[src/design/kscl_pkg.sv]
// Shared types and constants for the keypad scan code lock.
`default_nettype none

package kscl_pkg;

  localparam int unsigned KEY_W      = 4;
  localparam int unsigned KEYS_W     = 16;
  localparam int unsigned TIME_W     = 32;
  localparam int unsigned DEB_W      = 16;
  localparam int unsigned SECRET_W   = 20;
  localparam int unsigned SLEN_W     = 3;
  localparam int unsigned CFG_IDX_W  = 2;
  localparam int unsigned CFG_DATA_W = 20;
  localparam int unsigned VERDICT_W  = 2;

  // Configuration register indexes
  localparam logic [CFG_IDX_W-1:0] CFG_DEBOUNCE  = 2'd0;
  localparam logic [CFG_IDX_W-1:0] CFG_SECRET    = 2'd1;
  localparam logic [CFG_IDX_W-1:0] CFG_SECRET_LEN = 2'd2;
  localparam logic [CFG_IDX_W-1:0] CFG_ENTER_KEY = 2'd3;

  // Configuration reset values
  localparam logic [DEB_W-1:0]    DEBOUNCE_RST  = 16'd300;
  localparam logic [SECRET_W-1:0] SECRET_RST    = 20'd0;
  localparam logic [SLEN_W-1:0]   SECRET_LEN_RST = 3'd0;
  localparam logic [KEY_W-1:0]    ENTER_KEY_RST = 4'd14;

  // Verdict codes
  localparam logic [VERDICT_W-1:0] VERDICT_NONE = 2'd0;
  localparam logic [VERDICT_W-1:0] VERDICT_OK   = 2'd1;
  localparam logic [VERDICT_W-1:0] VERDICT_BAD  = 2'd2;

  typedef enum logic {
    ST_IDLE,
    ST_SCAN
  } kscl_state_e;

  typedef struct packed {
    logic             append;
    logic             clear;
    logic [KEY_W-1:0] key;
  } code_ctrl_t;

  typedef struct packed {
    logic match;
    logic full;
  } code_stat_t;

endpackage

`default_nettype wire

[src/design/kscl_if.sv]
// Handshake channel interfaces: snapshot input, key result output, configuration write.
`default_nettype none

interface kscl_in_if;
  logic                         valid;
  logic                         ready;
  logic [kscl_pkg::KEYS_W-1:0]  pressed_keys;
  logic [kscl_pkg::TIME_W-1:0]  now_ms;

  modport source (output valid, pressed_keys, now_ms, input ready);
  modport sink   (input valid, pressed_keys, now_ms, output ready);
endinterface

interface kscl_out_if;
  logic                           valid;
  logic                           ready;
  logic [kscl_pkg::KEY_W-1:0]     key_index;
  logic                           is_enter;
  logic [kscl_pkg::VERDICT_W-1:0] verdict;
  logic                           overflow_cleared;
  logic                           unlocked;
  logic                           last;

  modport source (output valid, key_index, is_enter, verdict, overflow_cleared, unlocked,
                  last, input ready);
  modport sink   (input valid, key_index, is_enter, verdict, overflow_cleared, unlocked,
                  last, output ready);
endinterface

interface kscl_cfg_if;
  logic                            valid;
  logic                            ready;
  logic [kscl_pkg::CFG_IDX_W-1:0]  index;
  logic [kscl_pkg::CFG_DATA_W-1:0] data;

  modport source (output valid, index, data, input ready);
  modport sink   (input valid, index, data, output ready);
endinterface

`default_nettype wire

[src/design/kscl_code.sv]
// Entered code store with length and content match against the secret code.
`default_nettype none

module kscl_code #(
  parameter int unsigned MAX_CODE = 5
) (
  input  wire logic                             clk_i,
  input  wire logic                             rst_ni,
  input  wire kscl_pkg::code_ctrl_t             ctrl_i,
  input  wire logic [kscl_pkg::SECRET_W-1:0]    secret_code_i,
  input  wire logic [kscl_pkg::SLEN_W-1:0]      secret_length_i,
  output kscl_pkg::code_stat_t                  stat_o
);
  import kscl_pkg::*;

  localparam int unsigned CNT_W = $clog2(MAX_CODE + 1);
  localparam int unsigned IDX_W = (MAX_CODE > 1) ? $clog2(MAX_CODE) : 1;

  logic [KEY_W-1:0] entries_q [MAX_CODE];
  logic [CNT_W-1:0] count_q, count_d;
  logic             content_ok;

  always_comb begin
    count_d = count_q;
    if (ctrl_i.clear) begin
      count_d = '0;
    end else if (ctrl_i.append) begin
      count_d = count_q + CNT_W'(1);
    end
  end

  always_ff @(posedge clk_i or negedge rst_ni) begin
    if (!rst_ni) begin
      count_q <= '0;
    end else begin
      count_q <= count_d;
    end
  end

  // Entries carry no reset; only those below the count are ever compared.
  always_ff @(posedge clk_i) begin
    for (int i = 0; i < MAX_CODE; i++) begin
      if (ctrl_i.append && count_q == CNT_W'(i)) begin
        entries_q[IDX_W'(i)] <= ctrl_i.key;
      end
    end
  end

  always_comb begin
    content_ok = 1'b1;
    for (int i = 0; i < MAX_CODE; i++) begin
      if (CNT_W'(i) < count_q &&
          entries_q[IDX_W'(i)] != secret_code_i[KEY_W*i +: KEY_W]) begin
        content_ok = 1'b0;
      end
    end
  end

  assign stat_o.match = content_ok && (SLEN_W'(count_q) == secret_length_i);
  assign stat_o.full  = (count_q == CNT_W'(MAX_CODE));

endmodule

`default_nettype wire

[src/design/keypad_scan_code_lock.sv]
// Keypad matrix scanner with debounce and code lock, top level.
//
//   channel | dir | handshake            | payload
//   in_i    | in  | valid / ready        | pressed_keys, now_ms
//   out_o   | out | valid / ready        | key_index, is_enter, verdict, overflow_cleared,
//           |     |                      | unlocked, last
//   cfg_i   | in  | valid / ready (=1)   | index, data
//
// A snapshot is captured first, then scanned one column at a time.
// Every column step shares one 32-bit elapsed-time subtract and debounce compare.
// A column that finds a key waits while the output register holds an untaken result.
// A new snapshot is taken only when the scan is done; results may still be pending.
// Reset restores the configuration defaults and clears the lock state.
`default_nettype none

module keypad_scan_code_lock #(
  parameter int unsigned ROWS     = 4,
  parameter int unsigned COLS     = 4,
  parameter int unsigned MAX_CODE = 5
) (
  input  wire logic   clk_i,
  input  wire logic   rst_ni,
  kscl_in_if.sink     in_i,
  kscl_out_if.source  out_o,
  kscl_cfg_if.sink    cfg_i
);
  import kscl_pkg::*;

  localparam int unsigned COL_W = (COLS > 1) ? $clog2(COLS) : 1;

  // Configuration
  logic [DEB_W-1:0]    deb_q;
  logic [SECRET_W-1:0] secret_q;
  logic [SLEN_W-1:0]   slen_q;
  logic [KEY_W-1:0]    enter_q;

  // Scan control and snapshot
  kscl_state_e       state_q, state_d;
  logic [COL_W-1:0]  col_q, col_d;
  logic [KEYS_W-1:0] keys_q;
  logic [TIME_W-1:0] now_q;
  logic              in_ready;
  logic              scan_en;

  // Lock state
  logic [KEY_W-1:0]  last_key_q;
  logic              last_key_vld_q;
  logic [TIME_W-1:0] last_ms_q;
  logic              complete_q;

  // Output register
  logic                 out_vld_q, out_vld_d;
  logic [KEY_W-1:0]     out_key_q;
  logic                 out_enter_q;
  logic [VERDICT_W-1:0] out_verdict_q;
  logic                 out_ovf_q;
  logic                 out_unlocked_q;
  logic                 out_last_q;

  // Column datapath
  logic [TIME_W-1:0]    elapsed;
  logic                 blocked;
  logic                 hit;
  logic [KEY_W-1:0]     pick;
  logic                 later;
  logic                 out_free;
  logic                 step;
  logic                 take;
  logic                 is_enter;
  logic                 ovf;
  logic [VERDICT_W-1:0] verdict;
  logic                 complete_d;
  logic                 last_col;

  code_ctrl_t code_ctrl;
  code_stat_t code_stat;

  // ---------------------------------------------------------------- config
  assign cfg_i.ready = 1'b1;

  always_ff @(posedge clk_i or negedge rst_ni) begin
    if (!rst_ni) begin
      deb_q    <= DEBOUNCE_RST;
      secret_q <= SECRET_RST;
      slen_q   <= SECRET_LEN_RST;
      enter_q  <= ENTER_KEY_RST;
    end else if (cfg_i.valid) begin
      case (cfg_i.index)
        CFG_DEBOUNCE:   deb_q    <= cfg_i.data[DEB_W-1:0];
        CFG_SECRET:     secret_q <= cfg_i.data[SECRET_W-1:0];
        CFG_SECRET_LEN: slen_q   <= cfg_i.data[SLEN_W-1:0];
        CFG_ENTER_KEY:  enter_q  <= cfg_i.data[KEY_W-1:0];
        default: ;
      endcase
    end
  end

  // ---------------------------------------------------------------- column unit
  assign elapsed = now_q - last_ms_q;
  assign blocked = last_key_vld_q && (elapsed <= TIME_W'(deb_q));

  // Lowest pressed row wins; drop the last key while it is still in debounce.
  always_comb begin
    logic [KEY_W-1:0] idx;
    hit  = 1'b0;
    pick = '0;
    for (int r = ROWS - 1; r >= 0; r--) begin
      idx = KEY_W'(r * COLS) + KEY_W'(col_q);
      if (keys_q[idx] && !(blocked && last_key_q == idx)) begin
        hit  = 1'b1;
        pick = idx;
      end
    end
  end

  // Once a key in this column is taken, no later key can be in debounce,
  // so any pressed key in a later column yields another result.
  always_comb begin
    later = 1'b0;
    for (int r = 0; r < ROWS; r++) begin
      for (int c = 0; c < COLS; c++) begin
        if (COL_W'(c) > col_q && keys_q[KEY_W'(r * COLS + c)]) begin
          later = 1'b1;
        end
      end
    end
  end

  assign out_free = !out_vld_q || out_o.ready;
  assign step     = scan_en && (!hit || out_free);
  assign take     = step && hit;
  assign last_col = (col_q == COL_W'(COLS - 1));

  assign is_enter = (pick == enter_q);
  assign ovf      = !is_enter && code_stat.full;

  always_comb begin
    verdict    = VERDICT_NONE;
    complete_d = complete_q;
    if (is_enter) begin
      verdict    = code_stat.match ? VERDICT_OK : VERDICT_BAD;
      complete_d = code_stat.match;
    end
  end

  assign code_ctrl.append = take && !is_enter && !code_stat.full;
  assign code_ctrl.clear  = take && (is_enter || code_stat.full);
  assign code_ctrl.key    = pick;

  kscl_code #(
    .MAX_CODE (MAX_CODE)
  ) u_code (
    .clk_i           (clk_i),
    .rst_ni          (rst_ni),
    .ctrl_i          (code_ctrl),
    .secret_code_i   (secret_q),
    .secret_length_i (slen_q),
    .stat_o          (code_stat)
  );

  // ---------------------------------------------------------------- sequencer
  always_comb begin
    state_d = state_q;
    col_d   = col_q;
    case (state_q)
      ST_IDLE: begin
        col_d = '0;
        if (in_i.valid) begin
          state_d = ST_SCAN;
        end
      end
      ST_SCAN: begin
        if (step) begin
          if (last_col) begin
            state_d = ST_IDLE;
          end else begin
            col_d = col_q + COL_W'(1);
          end
        end
      end
      default: begin
        state_d = ST_IDLE;
        col_d   = '0;
      end
    endcase
  end

  always_comb begin
    in_ready = 1'b0;
    scan_en  = 1'b0;
    case (state_q)
      ST_IDLE: in_ready = 1'b1;
      ST_SCAN: scan_en  = 1'b1;
      default: ;
    endcase
  end

  assign in_i.ready = in_ready;

  always_ff @(posedge clk_i or negedge rst_ni) begin
    if (!rst_ni) begin
      state_q <= ST_IDLE;
      col_q   <= '0;
    end else begin
      state_q <= state_d;
      col_q   <= col_d;
    end
  end

  always_ff @(posedge clk_i) begin
    if (in_ready && in_i.valid) begin
      keys_q <= in_i.pressed_keys;
      now_q  <= in_i.now_ms;
    end
  end

  // ---------------------------------------------------------------- lock state
  always_ff @(posedge clk_i or negedge rst_ni) begin
    if (!rst_ni) begin
      last_key_q     <= '0;
      last_key_vld_q <= 1'b0;
      last_ms_q      <= '0;
      complete_q     <= 1'b0;
    end else if (take) begin
      last_key_q     <= pick;
      last_key_vld_q <= 1'b1;
      last_ms_q      <= now_q;
      complete_q     <= complete_d;
    end
  end

  // ---------------------------------------------------------------- output register
  always_comb begin
    out_vld_d = out_vld_q;
    if (take) begin
      out_vld_d = 1'b1;
    end else if (out_o.ready) begin
      out_vld_d = 1'b0;
    end
  end

  always_ff @(posedge clk_i or negedge rst_ni) begin
    if (!rst_ni) begin
      out_vld_q <= 1'b0;
    end else begin
      out_vld_q <= out_vld_d;
    end
  end

  always_ff @(posedge clk_i) begin
    if (take) begin
      out_key_q      <= pick;
      out_enter_q    <= is_enter;
      out_verdict_q  <= verdict;
      out_ovf_q      <= ovf;
      out_unlocked_q <= complete_d;
      out_last_q     <= !later;
    end
  end

  assign out_o.valid            = out_vld_q;
  assign out_o.key_index        = out_key_q;
  assign out_o.is_enter         = out_enter_q;
  assign out_o.verdict          = out_verdict_q;
  assign out_o.overflow_cleared = out_ovf_q;
  assign out_o.unlocked         = out_unlocked_q;
  assign out_o.last             = out_last_q;

  // ---------------------------------------------------------------- assertions
  a_busy_not_ready: assert property (@(posedge clk_i) disable iff (!rst_ni)
    state_q == ST_SCAN |-> !in_i.ready)
    else $error("snapshot channel ready during scan");

  a_enter_fields: assert property (@(posedge clk_i) disable iff (!rst_ni)
    out_o.valid && out_o.is_enter |->
      !out_o.overflow_cleared && (out_o.unlocked == (out_o.verdict == VERDICT_OK)))
    else $error("enter result inconsistent");

  a_key_no_verdict: assert property (@(posedge clk_i) disable iff (!rst_ni)
    out_o.valid && !out_o.is_enter |-> out_o.verdict == VERDICT_NONE)
    else $error("verdict on non-enter key");

  a_take_loads_out: assert property (@(posedge clk_i) disable iff (!rst_ni)
    take |=> out_vld_q && out_key_q == $past(pick) && last_key_q == out_key_q)
    else $error("accepted key not registered");

endmodule

`default_nettype wire
[src/flat_wrapper.sv]
// flat-port wrapper written by rule: the top's interface ports become plain ports
module keypad_scan_code_lock_flat import kscl_pkg::*;
#(
  parameter int unsigned ROWS     = 4,
  parameter int unsigned COLS     = 4,
  parameter int unsigned MAX_CODE = 5
)
  (clk_i, rst_ni, in_i_valid, in_i_pressed_keys, in_i_now_ms, in_i_ready, out_o_valid, out_o_key_index, out_o_is_enter, out_o_verdict, out_o_overflow_cleared, out_o_unlocked, out_o_last, out_o_ready, cfg_i_valid, cfg_i_index, cfg_i_data, cfg_i_ready);
  kscl_in_if in_i_i ();
  kscl_out_if out_o_i ();
  kscl_cfg_if cfg_i_i ();
  input  wire logic clk_i;
  input  wire logic rst_ni;
  input wire logic [$bits(in_i_i.valid)-1:0] in_i_valid;
  input wire logic [$bits(in_i_i.pressed_keys)-1:0] in_i_pressed_keys;
  input wire logic [$bits(in_i_i.now_ms)-1:0] in_i_now_ms;
  output wire logic [$bits(in_i_i.ready)-1:0] in_i_ready;
  output wire logic [$bits(out_o_i.valid)-1:0] out_o_valid;
  output wire logic [$bits(out_o_i.key_index)-1:0] out_o_key_index;
  output wire logic [$bits(out_o_i.is_enter)-1:0] out_o_is_enter;
  output wire logic [$bits(out_o_i.verdict)-1:0] out_o_verdict;
  output wire logic [$bits(out_o_i.overflow_cleared)-1:0] out_o_overflow_cleared;
  output wire logic [$bits(out_o_i.unlocked)-1:0] out_o_unlocked;
  output wire logic [$bits(out_o_i.last)-1:0] out_o_last;
  input wire logic [$bits(out_o_i.ready)-1:0] out_o_ready;
  input wire logic [$bits(cfg_i_i.valid)-1:0] cfg_i_valid;
  input wire logic [$bits(cfg_i_i.index)-1:0] cfg_i_index;
  input wire logic [$bits(cfg_i_i.data)-1:0] cfg_i_data;
  output wire logic [$bits(cfg_i_i.ready)-1:0] cfg_i_ready;
  assign in_i_i.valid = in_i_valid;
  assign in_i_i.pressed_keys = in_i_pressed_keys;
  assign in_i_i.now_ms = in_i_now_ms;
  assign in_i_ready = in_i_i.ready;
  assign out_o_valid = out_o_i.valid;
  assign out_o_key_index = out_o_i.key_index;
  assign out_o_is_enter = out_o_i.is_enter;
  assign out_o_verdict = out_o_i.verdict;
  assign out_o_overflow_cleared = out_o_i.overflow_cleared;
  assign out_o_unlocked = out_o_i.unlocked;
  assign out_o_last = out_o_i.last;
  assign out_o_i.ready = out_o_ready;
  assign cfg_i_i.valid = cfg_i_valid;
  assign cfg_i_i.index = cfg_i_index;
  assign cfg_i_i.data = cfg_i_data;
  assign cfg_i_ready = cfg_i_i.ready;
  keypad_scan_code_lock #(.ROWS(ROWS), .COLS(COLS), .MAX_CODE(MAX_CODE)) u_core (.clk_i(clk_i), .rst_ni(rst_ni), .in_i(in_i_i), .out_o(out_o_i), .cfg_i(cfg_i_i));
endmodule
[config.mk]
export PLATFORM = sky130hd
export DESIGN_NAME = keypad_scan_code_lock_flat
export DESIGN_NICKNAME = d
export VERILOG_FILES = /design/src/design/kscl_pkg.sv /design/src/design/kscl_if.sv /design/src/design/kscl_code.sv /design/src/design/keypad_scan_code_lock.sv /design/src/flat_wrapper.sv
export SDC_FILE = /design/constraint.sdc
export NUM_CORES = 1
export LEC_CHECK = 0
export BUFFER_PORTS_ARGS = -buffer_cell sky130_fd_sc_hd__buf_2
export CORE_UTILIZATION = 24
export CTS_CLUSTER_DIAMETER = 60
export DETAILED_ROUTE_END_ITERATION = 10
export PLACE_DENSITY = 0.44
export REMOVE_ABC_BUFFERS = 1
export SLEW_MARGIN = 20
export SYNTH_ARGS = -nofsm -noshare
export SYNTH_HDL_FRONTEND = slang
export SYNTH_SLANG_ARGS = --single-unit
[constraint.sdc]
create_clock -name clk_i -period 5.85 [get_ports clk_i]
set_input_delay 1.17 -clock clk_i [delete_from_list [all_inputs] [get_ports clk_i]]
set_output_delay 1.17 -clock clk_i [all_outputs]
set_load 0.01 [all_outputs]
==> results of run 1 <==
-- cell families (layout without fill, tap and decap cells) --
logic type,count (synthesis),count (layout),share of synthesized area (%)
adders and majority gates,55,55,7.48
other,1,4,0.0403
AOI/OAI and AO/OA,235,235,16.0
xor gates and xnor gates,41,41,3.86
muxes,38,38,5.07
buffers and inverters,99,209,4.24
DFF,166,166,49.0
and+or+nand+nor,267,267,14.4
-- power by group --
part | switching (mW) | internal (mW) | total, mW
logic | 2.03 | 1.24 | 3.26
clock network | 0.532 | 0.631 | 1.16
registers | 0.191 | 1.63 | 1.82
-- synth_stat cells (4+ instances only) --
library cell | count | area [µm²]
nor2_1 | 41 | 154
nand2_1 | 100 | 375
clkbuf_1 | 17 | 63.8
inv_1 | 67 | 251
mux2_2 | 28 | 315
a21o_1 | 9 | 67.6
a21oi_1 | 55 | 275
or3_1 | 4 | 25.0
a31oi_1 | 6 | 37.5
xnor2_1 | 32 | 280
nor2b_1 | 10 | 62.6
nand4_1 | 20 | 125
xor2_1 | 9 | 78.8
buf_2 | 9 | 45.0
dfstp_2 | 7 | 184
mux4_2 | 4 | 90.1
o41ai_1 | 4 | 35.0
ha_1 | 54 | 676
nor4_1 | 13 | 81.3
nand2b_1 | 13 | 81.3
o21ai_1 | 8 | 40.0
and2_1 | 8 | 50.1
nor3_1 | 15 | 75.1
edfxtp_1 | 78 | 2340
o22ai_1 | 9 | 56.3
dfrtp_1 | 81 | 2030
nand3_1 | 14 | 70.1
o211ai_1 | 9 | 67.6
o21ai_0 | 71 | 355
mux2i_1 | 4 | 40.0
a211oi_1 | 13 | 97.6
o21a_1 | 8 | 60.1
-- sequential cells by signal (all words and copies together) (netlist names) --
signal and cells:
u_core.last_key_q 4, u_core.enter_q 4, u_core.state_q 1, u_core.col_q 2, u_core.out_o.last 1, u_core.u_code.count_q 3, u_core.out_o.overflow_cleared 1, u_core.slen_q 3
u_core.out_o.valid 1, u_core.out_o.verdict 2, u_core.last_ms_q 32, u_core.deb_q 16, u_core.out_o.unlocked 1, u_core.out_o.is_enter 1, u_core.keys_q 16, u_core.u_code.entries_q 20
u_core.out_o.key_index 4, u_core.complete_q 1, u_core.secret_q 20, u_core.last_key_vld_q 1, u_core.now_q 32
-- through the flow --
step	util (%)	TNS [ns]	std cells	power, mW	cell area (µm²)
after global placement	27.4	0	1486	5.05	10400
after CTS	29.0	0	1519	6.25	11000
after global routing	29.4	-0.0504	1523	6.75	11100
after detailed placement	27.4	0	1487	5.05	10400
after floorplan	-	0	872	3.99	9170
final	29.4	0	1526	6.24	11100
-- area by class of cell --
class	count	area [µm²]	share of cell area (%)
diodes	3	7.51	0.0674
repair buffers	108	618	5.55
inverters	69	264	2.37
multi-input cells	637	4460	40.0
flip-flops and latches	166	4550	40.9
clock buffers	18	450	4.04
clock inverters	14	153	1.37
well taps	511	639	5.74
-- per-layer routing --
layer  wire length, µm  global-route usage [%]
met5                 0                       0
met4               703                    5.78
met3              1190                    2.95
met2             11900                    21.1
met1             12400                    18.4
-- worst min-delay path by stage --
stage	start	end	slack [ns]	cells past startpoint
6_report	u_core.now_q[15]	u_core.last_ms_q[15]	0.49	2
3_5_place_dp	u_core.now_q[15]	u_core.last_ms_q[15]	0.48	2
2_1_floorplan	u_core.last_key_vld_q	u_core.last_key_vld_q	0.45	1
4_1_cts	u_core.now_q[15]	u_core.last_ms_q[15]	0.50	2
3_3_place_gp	u_core.now_q[12]	u_core.last_ms_q[12]	0.47	2
5_1_grt	u_core.now_q[2]	u_core.last_ms_q[2]	0.53	2
-- cells in the final DEF (no fill, tap or decap), types with 10 or more instances in the layout --
| cell type | count |
|---|---|
| nand2_1 | 100 |
| buf_2 | 85 |
| dfrtp_1 | 81 |
| edfxtp_1 | 78 |
| o21ai_0 | 68 |
| inv_1 | 67 |
| a21oi_1 | 52 |
| ha_1 | 47 |
| nor2_1 | 41 |
| xnor2_1 | 32 |
| mux2_2 | 28 |
| buf_4 | 21 |
| nand4_1 | 20 |
| clkbuf_16 | 18 |
| nor3_1 | 15 |
| nand3_1 | 14 |
| nand2b_1 | 13 |
| a211oi_1 | 13 |
| nor4_1 | 11 |
| o21ai_1 | 10 |
-- repair_timing --
item,in CTS,in global routing
resized for setup,0,24
buffers inserted,0,4
setup endpoints to repair,0,56
-- worst reg2reg max path, stage by stage (launching register included) --
cell and delay, ns:
dfrtp_1 0.38, ha_1 0.23, fa_2 0.37, nor2b_2 0.17, o2111a_1 0.23, nor2_1 0.08, o21a_1 0.21, o21ai_1 0.16
xor2_1 0.23, ha_1 0.28, nand2_1 0.07, nor3_1 0.05, nor4b_1 0.30, nand4b_1 0.13, a211oi_1 0.26, nand4_1 0.18
or4_4 0.57, nor3_4 0.17, buf_4 0.18, o211a_1 0.21, o211ai_2 0.12, or2_4 0.30, inv_6 0.08, mux2_4 0.29
==> metrics.txt, run 1 <==
vias 7,148; Syn. warnings 0; CP Class reg -> reg; Worst EP arrival around 5.7 ns; DIE AREA 0.0395 mm²; Post-synth top flop dfrtp_1; Max-Cap Viols 0; WL/cell between 15 and 20 µm; clock sinks about 170; Worst Max-Slew Pin Slew 0.751 ns; final wirelength 26.1 mm; layout cells sized above 1 approximately 22%; total stage count of the critical path 23; PwrDens around 560 mW/mm²; largest net degree at the start of global routing 63; CP startpoint u_core.last_ms_q[0]; worst reg-to-reg path cell count 23; antenna violations before repair 3; WHS around 0.49 ns; # hold bufs at CTS 0; worst setup path end u_core.out_o.unlocked; Mapped Cells 902; DRC 0; Reg2Reg Capture Point u_core.out_o.unlocked; post-route setup slack roughly 0.37 ns; min Tclk post-route around 5.5 ns; CTS tree done; Die Wd 199 µm; family with the most delay on the worst path simple AND/OR/NAND/NOR gates; drt first-iter violations 455; Final Hold Fails 0; Clock Pin Slew Worst Setup and Hold Paths 0.07 ns; FF+latch count, synth approximately 170; DP HPWL between 20 and 25 mm; Vias/cell approximately 4.7; Port Buf Inserts 86; gp weighted congestion 0.875; final worst-path cycle share between 90% and 100%; WP buf/inv 2; Post-synth EDFFs 78; final setup fails 0; # nets final ~1,100; reg2reg setup slack ~0.37 ns; clk_skew ~0.01 ns; post-route antenna net violation count 0; worst-skew pair later-pin latency between 0.4 and 0.5 ns; maximum vdd drop around 220 µV; leakage between 4 and 5 nW; run status finished clean; H-tree depth 4; worst flop-to-flop path startpoint u_core.last_ms_q[0]; Pre-antenna DRT Iters 5; first-pass GRT wire length roughly 40 mm; f_max between 0.15 and 0.2 GHz; Die Height 199 µm; I/O pin count 88; filler instances 4,010; cell area after synthesis 0.00930 mm²; Area Growth Syn to Fin 19.8%; unrepaired setup endpoints after global routing yes; post-synth cell types 84; worst hold path type reg -> reg; Slew headroom between 40% and 50%; Crit-path slowest cell or4_4; Worst Setup Start Kind flop; Root Buffer clkbuf_16; final slew viol count 0; slowest cell delay on critical path roughly 0.57 ns; Initial Util roughly a quarter; Core ar. roughly 0.038 mm²; Max clock buf depth 2; Place WS ~0.14 ns; vias in the first global route 6,838; worst-path fanout max 7; remaining global-route overflow 0; Post-synth ARST share between 50% and 60%; Tot GR Track Use between 10 and 15%; Worst setup EP type flop; number of placement rows a little over 70; syn avg cell area 10.3 µm²; Worst Path Required ~6.1 ns; critical path's most frequent cell ha_1; Cell Chain, Critical Path ha_1 > fa_2 > nor2b_2 > o2111a_1 > nor2_1 > o21a_1 > o21ai_1 > xor2_1 > ha_1 > nand2_1 > nor3_1 > nor4b_1 > nand4b_1 > a211oi_1 > nand4_1 > or4_4 > nor3_4 > buf_4 > o211a_1 > o211ai_2 > or2_4 > inv_6 > mux2_4; Seq/Total Area, Yosys around half; total CTS buffers 17
(Power assumes the default switching activity.)
==> run 2: changes to the inputs <==
Settings changed: CORE_MARGIN set to 2.
==> run 2 against run 1 <==
Net effect:
- hold slack lost 0.0025 ns
- power down 2.2%
- combinational power shrank 2%
- die area grew 2.0%
- clock skew up 0.0019 ns
- critical path depth fell by 2
- register-to-register slack got worse by 0.06 ns
- clock power shrank 5%
- first-iteration DRC count down 0.44%
- cell count rose by 0.20%
- sequential cell count unchanged
- largest power group unchanged
==> metrics.txt, run 2 (same netlist as run 1, synthesis figures left out) <==
Initial Util about 24%; Root Buffer clkbuf_16; final slew viol count 0; Die Wd ~200 µm; number of placement rows roughly 70; n_diodes 0; DIE AREA a little over 0.04 mm²; WL/cell 17.0 µm; Cell Chain, Critical Path ha_1 > nand2_2 > or4_1 > a21oi_2 > nor3b_2 > xnor2_1 > ha_1 > nand4_1 > nor2_1 > nor4b_2 > nand4b_1 > a211oi_1 > nand4_1 > or4_4 > nor3_4 > buf_4 > a31o_2 > o211ai_2 > or2_4 > inv_6 > mux2_4; worst flop-to-flop path startpoint u_core.now_q[11]; Worst setup EP type flop; Worst EP arrival around 5.7 ns; Die Height around 200 µm; Worst Setup Start Kind flop; gp weighted congestion about 0.92; largest net degree at the start of global routing 50; switching share of total power a little over two fifths; hold depth 2; first-pass GRT wire length between 40 and 50 mm; min Tclk post-route approximately 5.5 ns; f_max around 0.18 GHz; Switch Pwr roughly 2.7 mW; Pre-antenna DRT Iters 5; vias about 7,100; Final Hold Fails 0; biggest regs u_core.last_ms_q (32), u_core.now_q (32); final setup fails 0; Place WS 0.140 ns; final wirelength between 20 and 30 mm; Flop pwr share 29.8%; Max-Cap Viols 0; setup TNS 0 ns; leakage about 4.4 nW; drt first-iter violations ~450; run status finished clean; post-route insts no fill roughly 1,500; post-route setup slack 0.302 ns; Clock Pin Slew Worst Setup and Hold Paths about 0.07 ns; DP HPWL 20.2 mm; I/O pin count between 80 and 90; min-delay src u_core.now_q[2]; # nets final ~1,100; post-route antenna net violation count 0; reg2reg setup slack about 0.3 ns; antenna violations before repair 0; Worst Path Required just over 6 ns; worst-skew pair later-pin latency approximately 0.45 ns; Worst Max-Slew Pin Slew approximately 0.79 ns; Vias/cell approximately 4.6; commonest non-fill, non-tap cell in the layout nand2_1; Comb power frac between 50% and 60%; maximum vdd drop approximately 200 µV; Reg2Reg Capture Point u_core.out_o.unlocked; clk_skew 0.0122 ns; Clk network pwr share between 10% and 20%; worst-path fanout max 8; worst hold path type reg -> reg; layout cells sized above 1 20.7%; Hold Path End u_core.last_ms_q[2]; Slew headroom between 40% and 50%; clock sinks approximately 170; Crit-path slowest cell or4_4; vias in the first global route around 7,200; Area Growth Syn to Fin 18.5%; total CTS buffers 17; Port Buf Inserts 86; remaining global-route overflow 0; H-tree depth 4; Tot GR Track Use 13.2%; PwrDens 554 mW/mm²; slowest cell delay on critical path just under 0.6 ns; Internal Pwr Total ~3.4 mW; post-placement cell count around 1,500; final worst-path cycle share a little over nine tenths; Max clock buf depth 2; CP Class reg -> reg; CTS tree done; worst reg-to-reg path cell count 21; Core ar. just under 0.04 mm²; Util after Layout between 20 and 30%; most frequent cells in the layout 100 x nand2_1, 85 x buf_2, 81 x dfrtp_1; DRC 0
==> run 2: cell types whose count changed in the layout (fill, tap and decap cells not counted), moves of 3 or more <==
cell / before / now
ha_4: 3 / 0
a21oi_1: 52 / 55
ha_1: 47 / 53
diode_2: 3 / 0
ha_2: 4 / 1
a21oi_2: 5 / 2
o21ai_0: 68 / 71
==> run 2: cell type report <==
class / instances / area [µm²]
Multi-Input combinational cell: 637 / 4390
Clock buffer: 20 / 468
Timing Repair Buffer: 107 / 598
Fill cell: 4076 / 27400
Tap cell: 518 / 648
Sequential cell: 166 / 4550
Clock inverter: 12 / 104
Inverter: 69 / 264
==> run 2: critical path, delay by kind of cell, from the launching register on <==
kind,cells,cell delay [ns]
muxes,1,0.29
xor gates and xnor gates,1,0.21
buffers and inverters,2,0.26
adders and majority gates,2,0.74
and+or+nand+nor,11,2.71
DFF,1,0.39
AOI/OAI and AO/OA,4,0.70
==> run 2: worst max path at each step <==
stage | start | endpoint | slack [ns]
floorplan | u_core.last_ms_q[0] | u_core.u_code.entries_q[0][12] | 0.44
global placement | u_core.now_q[9] | u_core.u_code.entries_q[0][16] | 0.28
detailed placement | u_core.last_ms_q[0] | u_core.u_code.entries_q[0][16] | 0.14
CTS | u_core.last_ms_q[0] | u_core.u_code.entries_q[0][19] | 0.11
global route | u_core.last_ms_q[0] | u_core.u_code.entries_q[0][16] | -0.001
finish | u_core.now_q[11] | u_core.out_o.unlocked | 0.30
==> run 2: per-layer routing <==
layer	wire (µm)	up-vias	track usage, %
met5	0	-	0
met4	539	0	4.81
met3	1050	22	2.22
li1	-	3486	-
met2	12200	169	21.5
met1	12300	3432	17.6
==> run 2: timing repair <==
item / CTS / global route
setup buffers: 0 / 2
endpoints found under the setup margin: 0 / 55
gates resized for setup: 0 / 6
hold buffers: 0 / 0
==> run 2: power groups by stage <==
stage | combinational [mW] | sequential [mW] | clock, mW
after global placement | 3.17 | 1.85 | 0
after detailed placement | 3.17 | 1.85 | 0
final | 3.19 | 1.82 | 1.10
after CTS | 3.19 | 1.82 | 1.15
after floorplan | 2.18 | 1.81 | 0
after global routing | 3.58 | 1.86 | 1.19
==> run 2: per-stage QoR <==
step                      hold WS, ns  total power [mW]  cell area (µm²)
final                           0.489              6.11            11000
after floorplan                 0.449              3.99             9170
after global routing            0.522              6.63            11000
after global placement          0.476              5.01            10400
after CTS                       0.495              6.16            11000
after detailed placement        0.480              5.02            10400
==> run 3: changes to the inputs <==
Settings changed: SYNTH_HIERARCHICAL set to 1.
==> run 3 against run 2 <==
Net effect:
- clock-buffer cell count decreased by 3
- critical path type unchanged
- via count is 6.2% lower
- sequential power decreased by 3%
- register-to-register slack improved by 0.08 ns
- highest routed layer unchanged
- core utilization grew 0.58 points
- die area shrank 0.34%
- clock skew is essentially flat
- critical endpoint is now u_core/u_code/entries_q[0][5]
- first-iteration DRC count decreased by 17%
- synthesized cell count shrank 5.2%
- maximum frequency grew 1.4%
- setup slack gained 0.077 ns
- critical path depth up 2
==> metrics.txt, run 3 <==
Post-synth ARST share a little over half; Slew headroom between 40% and 50%; Yosys top cell area share around 25%; Area Growth Syn to Fin 19.4%; family with the most delay on the worst path compound AO/OA/AOI/OAI gates; PwrDens 530 mW/mm²; final wirelength roughly 24 mm; commonest non-fill, non-tap cell in the layout buf_2; vias in the first global route about 7,000; most frequent cells after synthesis 81 x dfrtp_1, 81 x nand2_1, 78 x edfxtp_1, 60 x inv_1, 59 x o21ai_0; WP buf/inv 2; Cell Chain, Critical Path ha_1 > a21o_1 > a21oi_2 > nand2_1 > a31oi_1 > o21ai_0 > xor2_1 > ha_1 > and3_1 > a221o_1 > a311oi_2 > o2111a_1 > a21bo_2 > a2111oi_2 > nand4_1 > mux2i_1 > nor3_1 > buf_4 > o211a_4 > nor3b_2 > nor2b_1 > buf_4 > and3_2; Tot GR Track Use 12.3%; vias ~6,700; CTS tree done; Core ar. roughly 0.038 mm²; f_max roughly 0.18 GHz; Root Buffer clkbuf_16; syn avg cell area approximately 11 µm²; Worst Setup Start Kind flop; Max clock buf depth 2; Syn. warnings 6; clock sinks between 150 and 200; Clock Pin Slew Worst Setup and Hold Paths roughly 0.08 ns; I/O pin count slightly below 90; maximum vdd drop approximately 250 µV; worst-skew pair later-pin latency 0.44 ns; Die Height around 200 µm; setup bufs post-CTS 0; number of placement rows 71; Die Wd 200 µm; most frequent cells in the layout 85 x buf_2, 81 x nand2_1, 81 x dfrtp_1; FF+latch count, synth ~170; layout cells sized above 1 approximately 23%; # hold bufs at CTS 0; WL/cell approximately 16 µm; final slew viol count 0; placed inst area about 0.010 mm²; Vias/cell 4.49; first-pass GRT wire length between 30 and 40 mm; clk_skew about 0.012 ns; Util after Layout between 20% and 30%; run status finished clean; drt first-iter violations ~380; Post-synth EDFFs 78; biggest regs u_core/last_ms_q (32), u_core/now_q (32); post-placement cell count 1,450; Final Hold Fails 0; post-route insts no fill around 1,500; post-route antenna net violation count 0; Pre-antenna DRT Iters 4; Initial Util between 20% and 30%; final setup fails 0; post-synth cell types 81; Mapped Cells between 800 and 900; remaining global-route overflow 0; Total Power just under 6 mW; antenna violations before repair 0; Worst Path Required around 6.0 ns; Post-synth top flop dfrtp_1; Seq/Total Area, Yosys 49.1%; DIE AREA 0.0402 mm²; Worst EP arrival around 5.6 ns; worst hold path type reg -> reg; worst-path fanout max 5; post-synth top area cell edfxtp_1; Port Buf Inserts between 80 and 90; DP HPWL 18.1 mm; min Tclk post-route ~5.5 ns; cell area after synthesis a little over 0.009 mm²; H-tree depth 4; gp weighted congestion 0.863; slowest cell delay on critical path 0.39 ns; top post-synthesis cells by area edfxtp_1 25%, dfrtp_1 22%, ha_1 7.3%; Max-Cap Viols 0; final worst-path cycle share between 90% and 100%; Worst setup EP type flop; setup TNS 0 ns; reg2reg setup slack ~0.38 ns; # nets final roughly 1,100; n_diodes 0; CP Class reg -> reg; DRC 0; Final Cell Area between 0.01 and 0.015 mm²; Crit-path slowest cell edfxtp_1; unrepaired setup endpoints after global routing no; leakage between 4 and 5 nW; total CTS buffers 17; largest net degree at the start of global routing 79; Worst Max-Slew Pin Slew 0.873 ns
-- run 3: cell count changes after synthesis, sizes merged, moves of 6 or more --
cell    delta
nand4      -7
o21bai     +6
a211oi     -6
inv        -9
o21ai      -6
o22ai      -7
xor2      +11
nand2     -20
mux2       +6
nor4       -7
a21oi     -13
-- run 3: layout make-up --
class,count,area [µm²]
fillers,4012,26800
flip-flops and latches,166,4550
multi-input cells,600,4390
repair buffers,114,647
well taps,511,639
clock buffers,17,425
inverters,60,225
clock inverters,15,181
-- run 3: final timing paths --
kind | cells after the start | from | endpoint
worst max-delay path | 23 | u_core/now_q[3] | u_core/u_code/entries_q[0][5]
worst min-delay path | 1 | u_core/last_key_vld_q | u_core/last_key_vld_q
worst max register to register | 23 | u_core/now_q[3] | u_core/u_code/entries_q[0][5]
worst min register to register | 1 | u_core/last_key_vld_q | u_core/last_key_vld_q
max in group asynchronous | 2 | rst_ni | u_core/last_ms_q[5]
min in group asynchronous | 1 | rst_ni | u_core/out_o.valid
-- run 3: repair_timing --
action	4_1_cts	5_1_grt
endpoints found under the hold margin	0	0
resized for setup	0	11
setup endpoints to repair	0	29
-- run 3: through the flow --
step	hold slack (ns)	setup WS (ns)
global placement	0.449	0.240
finish	0.482	0.379
floorplan	0.434	0.0497
global route	0.527	0.0119
detailed placement	0.456	0.0959
CTS	0.485	0.0285
-- run 3: where the power goes --
part | switching, mW | internal [mW] | total [mW]
registers | 0.184 | 1.59 | 1.77
clock network | 0.549 | 0.615 | 1.16
logic | 1.72 | 1.21 | 2.93
total | 2.45 | 3.41 | 5.87
-- run 3: routing by layer --
metal | vias to the layer above | wire, µm | share of wire, % | global-route usage (%)
li1 | 3331 | - | - | -
met1 | 3206 | 12300 | 51 | 17.2
met2 | 108 | 10700 | 44 | 19.1
met3 | 20 | 735 | 3.0 | 2.58
met4 | 0 | 388 | 1.6 | 4.13
met5 | - | 0 | 0 | 0
-- run 3: worst reg2reg max path: stages, from the launching register on --
cell       delay (ns)
edfxtp_1         0.39
ha_1             0.39
a21o_1           0.22
a21oi_2          0.20
nand2_1          0.11
a31oi_1          0.25
o21ai_0          0.15
xor2_1           0.16
ha_1             0.29
and3_1           0.19
a221o_1          0.35
a311oi_2         0.31
o2111a_1         0.28
a21bo_2          0.24
a2111oi_2        0.27
nand4_1          0.15
mux2i_1          0.18
nor3_1           0.08
buf_4            0.14
o211a_4          0.14
nor3b_2          0.18
nor2b_1          0.15
buf_4            0.13
and3_2           0.24
-- run 3: kinds of logic after synthesis --
kind of cell               synth area share (%)
AOI/OAI and AO/OA                          15.5
xor gates and xnor gates                   4.54
adders and majority gates                  7.51
buffers and inverters                      3.97
DFF                                        49.1
muxes                                      6.24
other                                    0.0405
and+or+nand+nor                            13.0
